$ cat config.mk
export PLATFORM = sky130hd
export DESIGN_NAME = jvs_div
export DESIGN_NICKNAME = d
export VERILOG_FILES = /design/src/jvs_div.sv
export SDC_FILE = /design/constraint.sdc
export NUM_CORES = 1
export LEC_CHECK = 0
export BUFFER_PORTS_ARGS = -buffer_cell sky130_fd_sc_hd__buf_4
export CAP_MARGIN = 20
export CORE_MARGIN = 2
export CORE_UTILIZATION = 50
export DETAILED_ROUTE_END_ITERATION = 12
export GPL_ROUTABILITY_DRIVEN = 0
export GPL_TIMING_DRIVEN = 0
export PLACE_DENSITY = 0.82
export SLEW_MARGIN = 20
export SYNTH_ARGS = -nofsm -noshare
export SYNTH_HDL_FRONTEND = slang
export SYNTH_SLANG_ARGS = --single-unit
$ cat constraint.sdc
create_clock -name clk -period 12.15 [get_ports clk]
set_input_delay 2.43 -clock clk [delete_from_list [all_inputs] [get_ports clk]]
set_output_delay 2.43 -clock clk [all_outputs]
set_load 0.01 [all_outputs]
$ cat src/jvs_div.sv
`timescale 1ns / 1ps
// ----------------------------------------------------------------------------
// jvs_div
// Iterative signed floor divider, two restoring steps per clock. Signed
// dividend, positive unsigned divisor; quotient truncated to QW bits.
// ----------------------------------------------------------------------------
module jvs_div #(
  parameter int NW = 58,
  parameter int DW = 24,
  parameter int QW = 32
) (
  input  logic                 clk,
  input  logic                 rst_n,
  input  logic                 start,
  input  logic signed [NW-1:0] num,
  input  logic [DW-1:0]        den,
  output logic                 done,
  output logic signed [QW-1:0] quo
);

  localparam int STEPS = (NW + 1) / 2;
  localparam int MW    = 2 * STEPS;
  localparam int CW    = $clog2(STEPS + 1);

  logic [MW-1:0] quo_r, quo_nxt;
  logic [DW-1:0] rem_r, rem_nxt;
  logic [DW-1:0] den_r;
  logic          neg_r;
  logic [CW-1:0] cnt_r;
  logic          busy_r, fin_r;

  logic [NW-1:0] mag;
  logic [DW:0]   t1, t2;
  logic [DW-1:0] r1;
  logic          q1, q2;
  logic [QW-1:0] q;

  always_comb begin
    mag     = num[NW-1] ? NW'(-num) : NW'(num);
    t1      = {rem_r, quo_r[MW-1]};
    q1      = (t1 >= {1'b0, den_r});
    r1      = q1 ? DW'(t1 - {1'b0, den_r}) : t1[DW-1:0];
    t2      = {r1, quo_r[MW-2]};
    q2      = (t2 >= {1'b0, den_r});
    rem_nxt = q2 ? DW'(t2 - {1'b0, den_r}) : t2[DW-1:0];
    quo_nxt = {quo_r[MW-3:0], q1, q2};
  end

  always_ff @(posedge clk) begin
    if (!rst_n) begin
      busy_r <= 1'b0;
      fin_r  <= 1'b0;
      cnt_r  <= '0;
    end else begin
      fin_r <= 1'b0;
      if (start) begin
        busy_r <= 1'b1;
        cnt_r  <= CW'(STEPS);
      end else if (busy_r) begin
        cnt_r <= cnt_r - CW'(1);
        if (cnt_r == CW'(1)) begin
          busy_r <= 1'b0;
          fin_r  <= 1'b1;
        end
      end
    end
  end

  always_ff @(posedge clk) begin
    if (start) begin
      quo_r <= MW'(mag);
      rem_r <= '0;
      den_r <= den;
      neg_r <= num[NW-1];
    end else if (busy_r) begin
      quo_r <= quo_nxt;
      rem_r <= rem_nxt;
    end
  end

  // floor for negative dividends: -(q+1) = ~q when a remainder is left
  assign q    = quo_r[QW-1:0];
  assign done = fin_r;
  assign quo  = neg_r ? ((rem_r != '0) ? ~q : (~q + QW'(1))) : q;

endmodule

==> results.toml <==
[clock_network]
cts_buffers = 17
cts_max_level = 4
clk_path_buf_depth = 2
clk_pin_slew_ns = 0.06
cts.sinks = 114
cts_tree = "built"
cts_resized = 0
cts_root_buf = "clkbuf_16"
insertion_delay_ns = 0.44
post_cts_buffers = 0
hold_buffers = 0

[worst_setup_path]
r2r-end = "rem_r[17]"
setup.worst_path.end_class = "register"
critPathLaunchType = "register"
reg2regPathDepth = 23
required_ns = 12.49
path_class = "register to register"
rrSetupSlack_ns = 4.81
crit_arrival_ns = 7.68
r2r-start = "den_r[1]"
cp_max_fo = 10
worstSetupStartpoint = "den_r[1]"

[sta]
timing.setup.tns_ns = 0
fin_crit_sh_pct = 60.4
setup_viol = 0
fin_crit_ns = 7.34
rsz0062_at_grt = "false"
timing.final.hold_violations = 0
setup_ws_ns = 4.81
drv_slew = 0
tightest_slew_ns = 1.03
relSlewSlack_pct = 31.4
skew_ns = 0.0125
fmax_mhz = 136

[synth]
yosys_warnings = 0
synth_ff_type = "edfxtp_1"
synth_edf_count = 83
ys_top_cells_by_area = "edfxtp_1, ha_1, dfxtp_1, xnor2_1, xor2_1"
avgSynthCellArea_um2 = 8.98
async_flop_share_pct = 0
synth_area_leader_cell = "edfxtp_1"
ys_types = 59
netlist_area_um2 = 8990
synth_fp_nets = 1140
syn_inst = 1001
synth_seq_cells = 114
synth_top_area_share_pct = 27.7
synth-seq-area-share_pct = 34.6

[worst_hold_path]
hp-start = "rem_r[2]"
holdPathEnd = "rem_r[2]"
min_path_type = "register to register"
hold_depth = 2

[pwr]
ir_drop_uv = 128
p_total_mw = 2.18
leakage_nw = 4.34
powerDensity_nw_per_um2 = 202

[floorplanning]
rows = 49
die_area_um2 = 19100
start_util_pct = 50.6
coreArea_um2 = 17800
die_h_um = 138
die_x_um = 138
io_pins = 118

[detailed_routing]
vias_per_cell = 6.21
wl_per_cell_um = 18.6
routed_wl_mm = 25.6
drt_iter0_markers = 900
drt.antenna.violating_nets = 0
via_count = 8557
drc = 0
first_pass_iters = 7

[finish]
seq_area_um2 = 3110
fill_cells = 1515
multi_input_area_um2 = 5550
diodes = 0
num-nets-final = 1276
post-route-util_pct = 60.5
area_growth_pct = 19.6
drive_above_1_share_pct = 18.1

[grt]
overflow = 0
grt_max_degree = 59
grt_pass1_wl_mm = 41.6
grt_pass1_vias = 8444
grt_use_total_pct = 26.7
antenna_found_initial = 0

[run_status]
status = "finished clean"

[place]
port-buffer-count = 117
dp_hpwl_mm = 18.9
dp_slack_ns = 5.18

[flow_run]
cap_viol_max_count = 0
[placed cells by master, fill, tap and decap left out, types with 15 or more instances in the layout]
| cell | n |
|---|---|
| a21oi_1 | 80 |
| buf_4 | 117 |
| clkbuf_1 | 32 |
| clkbuf_16 | 17 |
| dfxtp_1 | 31 |
| edfxtp_1 | 83 |
| ha_1 | 52 |
| inv_1 | 51 |
| mux2_2 | 37 |
| mux2i_1 | 17 |
| nand2_1 | 68 |
| nand3_1 | 27 |
| nor2_1 | 90 |
| nor3_1 | 18 |
| nor4_1 | 15 |
| o21ai_0 | 70 |
| o31ai_1 | 20 |
| or3_1 | 16 |
| or4_1 | 18 |
| xnor2_1 | 68 |
| xor2_1 | 57 |
[cells by family after synthesis]
kind of cell	Yosys count	synth area share (%)
flops	114	34.6
compound gates	263	18.5
buf+inv	86	3.59
mux	54	6.53
fa+ha+maj	54	7.68
xor+xnor	125	12.2
simple gates	305	16.9
[cell usage after synthesis (9+ instances only)]
cell and instances:
a211oi_1 12, or2_2 9, or3_1 16, a21o_1 11
a21oi_1 80, dfxtp_1 31, nand2_1 68, nor3_1 18
o31ai_1 20, nand2b_1 10, o21a_1 11, or4_1 18
o41ai_1 11, xnor2_1 68, clkbuf_1 32, nand4_1 9
nor2_1 90, mux2_2 37, nor4_1 15, mux2i_1 17
o21ai_0 70, edfxtp_1 83, xor2_1 57, ha_1 52
nand3_1 27, inv_1 52
[layout make-up]
class                   instances  area share (%)
multi-input cells             801            51.6
flip-flops and latches        114            28.9
repair buffers                117            8.17
clock buffers                  17            3.96
well taps                     229            2.66
inverters                      53            1.87
clock inverters                15            1.61
plain buffers                  33            1.15
[power by group]
part / internal (mW) / switching (mW)
Clock: 0.308 / 0.211
Combinational: 0.466 / 0.652
Sequential: 0.483 / 0.0564
[metrics by stage]
| stage | cells | hold slack (ns) | instance area [um^2] |
|---|---|---|---|
| finish | 1379 | 0.514 | 10800 |
| CTS | 1379 | 0.516 | 10800 |
| global placement | 1347 | 0.491 | 10200 |
| detailed placement | 1347 | 0.498 | 10200 |
| floorplan | 1001 | 0.465 | 8990 |
| global route | 1379 | 0.534 | 10800 |
[sequential cells by signal (all words and copies together), names as in the netlist]
| signal | cells |
|---|---|
| quo_r | 58 |
| den_r | 24 |
| neg_r | 1 |
| rem_r | 24 |
| busy_r | 1 |
| cnt_r | 5 |
| done | 1 |
[worst max-delay path: stages (launching register included)]
cell       delay, ns
edfxtp_1        0.35
inv_1           0.18
ha_1            0.28
nor2b_1         0.15
o2111ai_1       0.25
a31oi_1         0.14
o311ai_0        0.60
nand3_1         0.26
a21oi_1         0.26
o21ai_1         0.22
clkbuf_1        0.40
mux2_2          0.40
ha_1            0.36
a21o_1          0.18
a21oi_1         0.33
o21ai_0         0.26
nand3_1         0.18
o221ai_1        0.25
o211ai_1        0.30
nand2_1         0.11
a211oi_1        0.79
clkbuf_1        0.54
nand2_1         0.14
a311oi_1        0.30
[worst max-delay path by stage]
| stage | to | slack, ns |
|---|---|---|
| 2_1_floorplan | quo[31] | 6.60 |
| 3_3_place_gp | rem_r[14] | 5.26 |
| 3_5_place_dp | rem_r[14] | 5.18 |
| 4_1_cts | rem_r[17] | 5.10 |
| 5_1_grt | rem_r[17] | 4.36 |
| 6_report | rem_r[17] | 4.81 |
[routing by layer]
layer | GRT usage [%] | wire length [um]
met4 | 12.6 | 968
met2 | 43.6 | 11900
met1 | 33.5 | 10400
met5 | 0 | 0
met3 | 6.37 | 2310
Note: power is estimated with default switching activity, not from simulation.
