File: src/jvs_ram.sv
`timescale 1ns / 1ps
// ----------------------------------------------------------------------------
// jvs_ram
// Generic single-write, single-read RAM with registered read data.
// ----------------------------------------------------------------------------
module jvs_ram #(
  parameter int WIDTH = 32,
  parameter int DEPTH = 3,
  localparam int AW = (DEPTH > 1) ? $clog2(DEPTH) : 1
) (
  input  logic             clk,
  input  logic             wr_en,
  input  logic [AW-1:0]    wr_addr,
  input  logic [WIDTH-1:0] wr_data,
  input  logic [AW-1:0]    rd_addr,
  output logic [WIDTH-1:0] rd_data
);

  logic [WIDTH-1:0] mem_r [DEPTH];
  logic [WIDTH-1:0] rd_data_r;

  always_ff @(posedge clk) begin
    if (wr_en) begin
      mem_r[wr_addr] <= wr_data;
    end
    rd_data_r <= mem_r[rd_addr];
  end

  assign rd_data = rd_data_r;

endmodule

File: config.mk
export PLATFORM = sky130hd
export DESIGN_NAME = jvs_ram
export DESIGN_NICKNAME = d
export VERILOG_FILES = /design/src/jvs_ram.sv
export SDC_FILE = /design/constraint.sdc
export NUM_CORES = 1
export LEC_CHECK = 0
export ABC_AREA = 0
export BUFFER_PORTS_ARGS = -buffer_cell sky130_fd_sc_hd__buf_2
export CAP_MARGIN = 25
export CORE_MARGIN = 1
export CORE_UTILIZATION = 49
export DETAILED_ROUTE_END_ITERATION = 8
export MAX_ROUTING_LAYER = met4
export PLACE_DENSITY = 0.84
export SYNTH_ARGS = -nofsm -noshare
export SYNTH_HDL_FRONTEND = slang
export SYNTH_SLANG_ARGS = --single-unit
export TNS_END_PERCENT = 100
File: constraint.sdc
create_clock -name clk -period 3.2 [get_ports clk]
set_clock_uncertainty 0.2 [all_clocks]
set_input_delay 0.16 -clock clk [delete_from_list [all_inputs] [get_ports clk]]
set_output_delay 0.16 -clock clk [all_outputs]
set_load 0.03 [all_outputs]
==> flow_metrics.env, run 1 <==
export IMPL_layout_worst_path_cycle_share=0.4413
export IMPL_grt_antenna_before_repair=0
export IMPL_vdd_drop_max_mv=0.3856
export IMPL_netlist_instances=238
export IMPL_clk_transition_reported_paths_ns=0.06
export IMPL_met2_usage=0.2976
export IMPL_timing_critical_path_cells="buf_2"
export IMPL_r2r_end="rd_data[11]$_DFF_P_"
export IMPL_fp_dieW_um=95.27
export IMPL_syn_to_final_growth_pct=30.55
export IMPL_vias_per_cell=4.927
export IMPL_critical_path_max_fanout=1
export IMPL_worst_r2r_setup_slack_ns=2.22
export IMPL_drt_total_wl_mm=7.365
export IMPL_initialDrtViolationCount=139
export IMPL_wl_per_cell_um=15.74
export IMPL_avgSynthCellArea_um2=17.91
export IMPL_maximum_number_of_pins_on_one_net_before_global_route_repair=65
export IMPL_antenna_cells=0
export IMPL_power_static_leakage_nw=2.155
export IMPL_htreeDepth=4
export IMPL_setup_repair_after_global_routing_missed_its_margin="false"
export IMPL_drcViolationCount=0
export IMPL_gp_routability_congestion=0.6154
export IMPL_vias=2306
export IMPL_postSynthRegisterBits=128
export IMPL_area_of_the_multi_input_gates_um2=646.9
export IMPL_root_buffer_selected_by_cts="clkbuf_8"
export IMPL_initial_core_util=0.5136
export IMPL_register_area_mm2=0.003523
export IMPL_end_kind="output port"
export IMPL_worstSetupStartpointType="flip-flop"
export IMPL_fin_nets=388
export IMPL_num_fill_cells=557
export IMPL_core_area_mm2=0.008299
export IMPL_drtAntennaViolNets=0
export IMPL_synth_sequential_area_ratio=0.8265
export IMPL_drt_pass1_iter_count=4
export IMPL_globalRouteOverflowTotal=0
export IMPL_maximum_capacitance_violations=0
export IMPL_required_ns=2.84
export IMPL_tritoncts_clock_tree="yes"
export IMPL_met1_usage=0.2056
export IMPL_tightest_slew_ns=0.9838
export IMPL_slew_limit_headroom=0.3442
export IMPL_layout_drive_gt1_share=0.2920
export IMPL_synth_net_count=276
export IMPL_hold_violations=0
export IMPL_final_area_mm2=0.005565
export IMPL_clk_latency_ns=0.51
export IMPL_worst_path_dominant_cell_family="flip-flops"
export IMPL_maxClockFrequency_ghz=0.7081
export IMPL_fp_dieArea_mm2=0.009076
export IMPL_total_number_of_clock_tree_sinks=128
export IMPL_cp_data_arrival_time_ns=1.05
export IMPL_r2r_start="mem_r[0][11]$_DFFE_PP_"
export IMPL_cp_slowest_stage_delay_ns=0.34
export IMPL_number_of_buffers_created_by_cts=17
export IMPL_detailed_placer_s_ending_hpwl_mm=3.992
export IMPL_postPlaceCellArea_mm2=0.004654
export IMPL_report_final_slew_viol_count=0
export IMPL_worst_path_stages=1
export IMPL_setup_total_negative_slack_ns=0
export IMPL_critical_path_s_slowest_cell="dfxtp_1"
export IMPL_reg2regPathDepth=2
export IMPL_worst_path_buf_inv=1
export IMPL_power_density_mw_per_mm2=714.8
export IMPL_post_synth_num_cell_types=12
export IMPL_grt_most_used_layer="met2"
export IMPL_grt_pass1_wl_mm=11.21
export IMPL_post_synth_main_area_contributors="edfxtp_1, dfxtp_1, mux2i_1, o21ai_1, nand2_1"
export IMPL_run_status="completed"
export IMPL_finalWorstPathRequiredPeriod_ns=1.412
export IMPL_worst_hold_path_type="primary input to flip-flop"
export IMPL_post_synth_top_area_cell="edfxtp_1"
export IMPL_placement_rows=33
export IMPL_setup_worst_path_class="flip-flop to output port"
export IMPL_die_h_um=95.27
export IMPL_cts_root_to_sink_buffers=2
export IMPL_startpoint="rd_data[10]$_DFF_P_"
export IMPL_grt_total_usage=0.1854
export IMPL_grt_pass1_vias=2300
export IMPL_synthDominantCellAreaShare=0.6763
export IMPL_holdCritStartpoint="wr_addr[0]"
export IMPL_critPathCapture="rd_data[10]"
export IMPL_design_portCount=70
export IMPL_globalRouteMet3Util=0.07735
export IMPL_synth_cell_area_mm2=0.004263
export IMPL_yosysWarningCount=0
export IMPL_place_port_buffers=69
export IMPL_setup_viol_count_final=0
Yosys cell counts, drive strengths merged:
| cell type | count |
|---|---|
| nand2 | 32 |
| dfxtp | 32 |
| nor3b | 1 |
| mux2i | 32 |
| o21ai | 32 |
| edfxtp | 96 |
| and3b | 2 |
| buf | 11 |
flip-flops by register name (all words and copies together), names as in the netlist:
name and count:
rd_data 32, mem_r 96
cell type report:
cell class / count / share of cell area
sequential: 128 / 0.6331
tap: 105 / 0.02361
clock buffer: 18 / 0.07509
clock inverter: 14 / 0.02563
multi-input combinational: 99 / 0.1162
timing repair buffer: 104 / 0.1263
power breakdown:
part	switching (mW)	leakage [nW]	internal, mW
clock	0.698	0.249	1.10
combinational	0.166	0.755	0.102
sequential	0.0264	1.15	1.88
total	0.890	2.16	3.09
per-layer routing:
layer	routed length (um)	share of wire	up-vias
met1	3112	0.42	1113
met5	0	0	-
met4	80	0.011	0
met2	3761	0.51	76
met3	410	0.056	9
li1	-	-	1108
through the flow:
stage	hold slack, ns	worst slack, ns	instances	utilization	total power [mW]
2_1_floorplan	0.05887	1.111	238	-	2.096
3_3_place_gp	0.1582	1.545	402	0.5608	2.166
3_5_place_dp	0.1639	1.477	402	0.5608	2.181
4_1_cts	0.09327	1.770	466	0.6670	3.997
5_1_grt	0.1165	1.731	468	0.6706	4.122
6_report	0.1045	1.788	468	0.6706	3.978
layout by cell type, fill, tap and decap left out:
| cell type | netlist | layout |
|---|---|---|
| and3b_2 | 0 | 2 |
| inv_6 | 0 | 1 |
| clkinv_1 | 0 | 1 |
| buf_2 | 7 | 69 |
| dlygate4sd3_1 | 0 | 33 |
| nand2_1 | 32 | 32 |
| clkinvlp_4 | 0 | 8 |
| o21ai_2 | 2 | 2 |
| dfxtp_1 | 32 | 32 |
| clkbuf_8 | 0 | 1 |
| o21ai_0 | 2 | 2 |
| buf_12 | 3 | 1 |
| bufinv_16 | 0 | 2 |
| nor3b_4 | 0 | 1 |
| mux2i_1 | 32 | 32 |
| o21ai_1 | 28 | 28 |
| clkinv_2 | 0 | 2 |
| buf_4 | 0 | 1 |
| clkbuf_1 | 0 | 1 |
| clkbuf_16 | 0 | 16 |
| edfxtp_1 | 96 | 96 |
cells by family after synthesis:
group,after synthesis,synth area share
compound gates,32,0.03933
simple gates,35,0.03405
flops,128,0.8265
mux,32,0.07514
buf+inv,11,0.02495
how the worst min path moves through the flow:
stage / to / slack [ns] / cells past startpoint
final: mem_r[0][22]$_DFFE_PP_ / 0.10 / 3
after global routing: mem_r[0][15]$_DFFE_PP_ / 0.12 / 3
after CTS: mem_r[0][22]$_DFFE_PP_ / 0.09 / 3
after detailed placement: mem_r[2][30]$_DFFE_PP_ / 0.16 / 1
after global placement: mem_r[1][4]$_DFFE_PP_ / 0.16 / 1
after floorplan: mem_r[0][0]$_DFFE_PP_ / 0.06 / 0
repair_timing:
item / CTS / global route
gates resized for setup: 0 / 0
hold buffers: 32 / 1
endpoints found under the hold margin: 96 / 13
setup buffers: 0 / 0
No activity file was read; power rests on OpenSTA's default activity.
==> run 2: changes to the inputs <==
- CORE_UTILIZATION: 49 -> 55
- PLACE_DENSITY: 0.84 -> 0.88
- clock period: 3.2 -> 1.3 ns (I/O delays scaled with it)
==> flow_metrics.env, run 2 (synthesized netlist as in run 1, its figures left out) <==
export IMPL_grt_total_usage=0.2484
export IMPL_fin_cells=472
export IMPL_maxClockFrequency_ghz=0.7888
export IMPL_p_switching_mw=2.319
export IMPL_hold_violations=0
export IMPL_tritoncts_clock_tree="yes"
export IMPL_run_status="completed"
export IMPL_total_power_mw=10.20
export IMPL_pre_cts_slack_ns=0.1176
export IMPL_maximum_capacitance_violations=0
export IMPL_most_frequent_cells_in_the_layout="edfxtp_1, buf_2, dlygate4sd3_1"
export IMPL_fp_dieW_um=90.04
export IMPL_initial_core_util=0.5784
export IMPL_finalCoreUtilization=0.7905
export IMPL_initialDrtViolationCount=206
export IMPL_worst_path_buf_inv=1
export IMPL_grt_pass1_wl_mm=13.85
export IMPL_globalRouteOverflowTotal=0
export IMPL_worstSetupStartpointType="flip-flop"
export IMPL_fp_dieArea_mm2=0.008106
export IMPL_layout_worst_path_cycle_share=0.9752
export IMPL_drt_pass1_iter_count=5
export IMPL_grt_antenna_before_repair=0
export IMPL_layout_drive_gt1_share=0.3083
export IMPL_place_port_buffers=69
export IMPL_setup_worst_path_class="flip-flop to output port"
export IMPL_slew_limit_headroom=0.8147
export IMPL_timing_critical_path_cells="buf_4"
export IMPL_number_of_buffers_created_by_cts=17
export IMPL_drt_total_wl_mm=9.288
export IMPL_final_area_mm2=0.005826
export IMPL_vdd_drop_max_mv=1.395
export IMPL_timing_final_ws_setup_ns=0.03219
export IMPL_vias=2430
export IMPL_end_kind="output port"
export IMPL_report_final_slew_viol_count=0
export IMPL_root_buffer_selected_by_cts="clkbuf_8"
export IMPL_drcViolationCount=0
export IMPL_cell_internal_power_mw=7.885
export IMPL_worst_path_dominant_cell_family="flip-flops"
export IMPL_placement_rows=31
export IMPL_syn_to_final_growth_pct=36.66
export IMPL_design_portCount=70
export IMPL_grt_pass1_vias=2552
export IMPL_power_static_leakage_nw=2.273
export IMPL_die_h_um=90.04
export IMPL_htreeDepth=4
export IMPL_cts_root_to_sink_buffers=2
export IMPL_final_common_cell="edfxtp_1"
export IMPL_largest_reg_flops=96
export IMPL_share_seq_of_total_power=0.462
export IMPL_cp_data_arrival_time_ns=1.00
export IMPL_sw_frac_of_total=0.2272
export IMPL_critical_path_max_fanout=1
export IMPL_drtAntennaViolNets=0
export IMPL_pwr_share_comb=0.076
export IMPL_tightest_slew_ns=0.2779
export IMPL_setup_viol_count_final=0
export IMPL_maximum_number_of_pins_on_one_net_before_global_route_repair=65
export IMPL_critical_path_s_slowest_cell="dfxtp_1"
export IMPL_worst_hold_path_type="primary input to flip-flop"
export IMPL_regMostFlops="mem_r"
export IMPL_fin_nets=398
export IMPL_core_area_mm2=0.007370
export IMPL_total_number_of_clock_tree_sinks=128
export IMPL_clk_transition_reported_paths_ns=0.06
export IMPL_clk_latency_ns=0.51
export IMPL_wl_per_cell_um=19.68
export IMPL_place_inst=403
export IMPL_vias_per_cell=5.148
export IMPL_cp_slowest_stage_delay_ns=0.33
export IMPL_finalWorstPathRequiredPeriod_ns=1.268
export IMPL_postPlaceCellArea_mm2=0.004787
export IMPL_power_density_mw_per_mm2=1752
export IMPL_detailed_placer_s_ending_hpwl_mm=4.179
export IMPL_required_ns=1.03
export IMPL_power_clock_fraction=0.461
export IMPL_gp_routability_congestion=0.6523
export IMPL_antenna_cells=0
==> run 2: changes by cell type in the layout (fill, tap and decap cells not counted), sizes merged <==
cell | previous run | this run
buf | 71 | 73
clkbuf | 18 | 22
inv | 1 | 2
dlygate4sd3 | 33 | 37
bufinv | 2 | 3
clkinvlp | 8 | 4
clkinv | 3 | 5
==> run 2: metal layers <==
| metal | global-route usage | vias to the layer above | wire length (um) |
|---|---|---|---|
| li1 | - | 1128 | - |
| met1 | 0.2643 | 1205 | 3543 |
| met2 | 0.4389 | 85 | 5216 |
| met3 | 0.07107 | 12 | 372 |
| met4 | 0.09140 | 0 | 155 |
| met5 | - | - | 0 |
==> run 2: final cells by class <==
cell class,count,area [um2]
timing repair buffer,114,944.7
clock inverter,14,165.2
clock buffer,18,417.9
sequential,128,3527
multi-input combinational,99,646.9
tap,99,123.9
fill,380,1544
==> run 2: through the flow <==
| step | TNS [ns] | hold slack, ns |
|---|---|---|
| after floorplan | -8.179 | -0.03613 |
| after global placement | 0 | 0.06271 |
| after detailed placement | 0 | 0.06873 |
| after CTS | 0 | 0.06979 |
| after global routing | -0.007577 | 0.08789 |
| final | 0 | 0.1001 |
==> run 2: repair_timing <==
action	CTS	global route
buffers inserted	0	0
hold buffers	37	0
endpoints found under the setup margin	10	18
gates resized for setup	12	32
hold endpoints to repair	212	0
==> run 2: worst paths after layout <==
path                     startpoint                endpoint  slack [ns]  cells after the start
min reg2reg  mem_r[2][11]$_DFFE_PP_     rd_data[11]$_DFF_P_        0.25                      2
max reg2reg  mem_r[0][26]$_DFFE_PP_     rd_data[26]$_DFF_P_        0.24                      2
max             rd_data[18]$_DFF_P_             rd_data[18]        0.03                      1
min                     wr_data[13]  mem_r[2][13]$_DFFE_PP_        0.10                      2
==> run 2: power groups by stage <==
stage               sequential (mW)  combinational [mW]  clock (mW)
floorplan                      4.94               0.217           0
global placement               4.77               0.607           0
detailed placement             4.78               0.623           0
CTS                            4.71               0.739        4.68
global route                   4.73               0.823        4.92
finish                         4.72               0.779        4.71
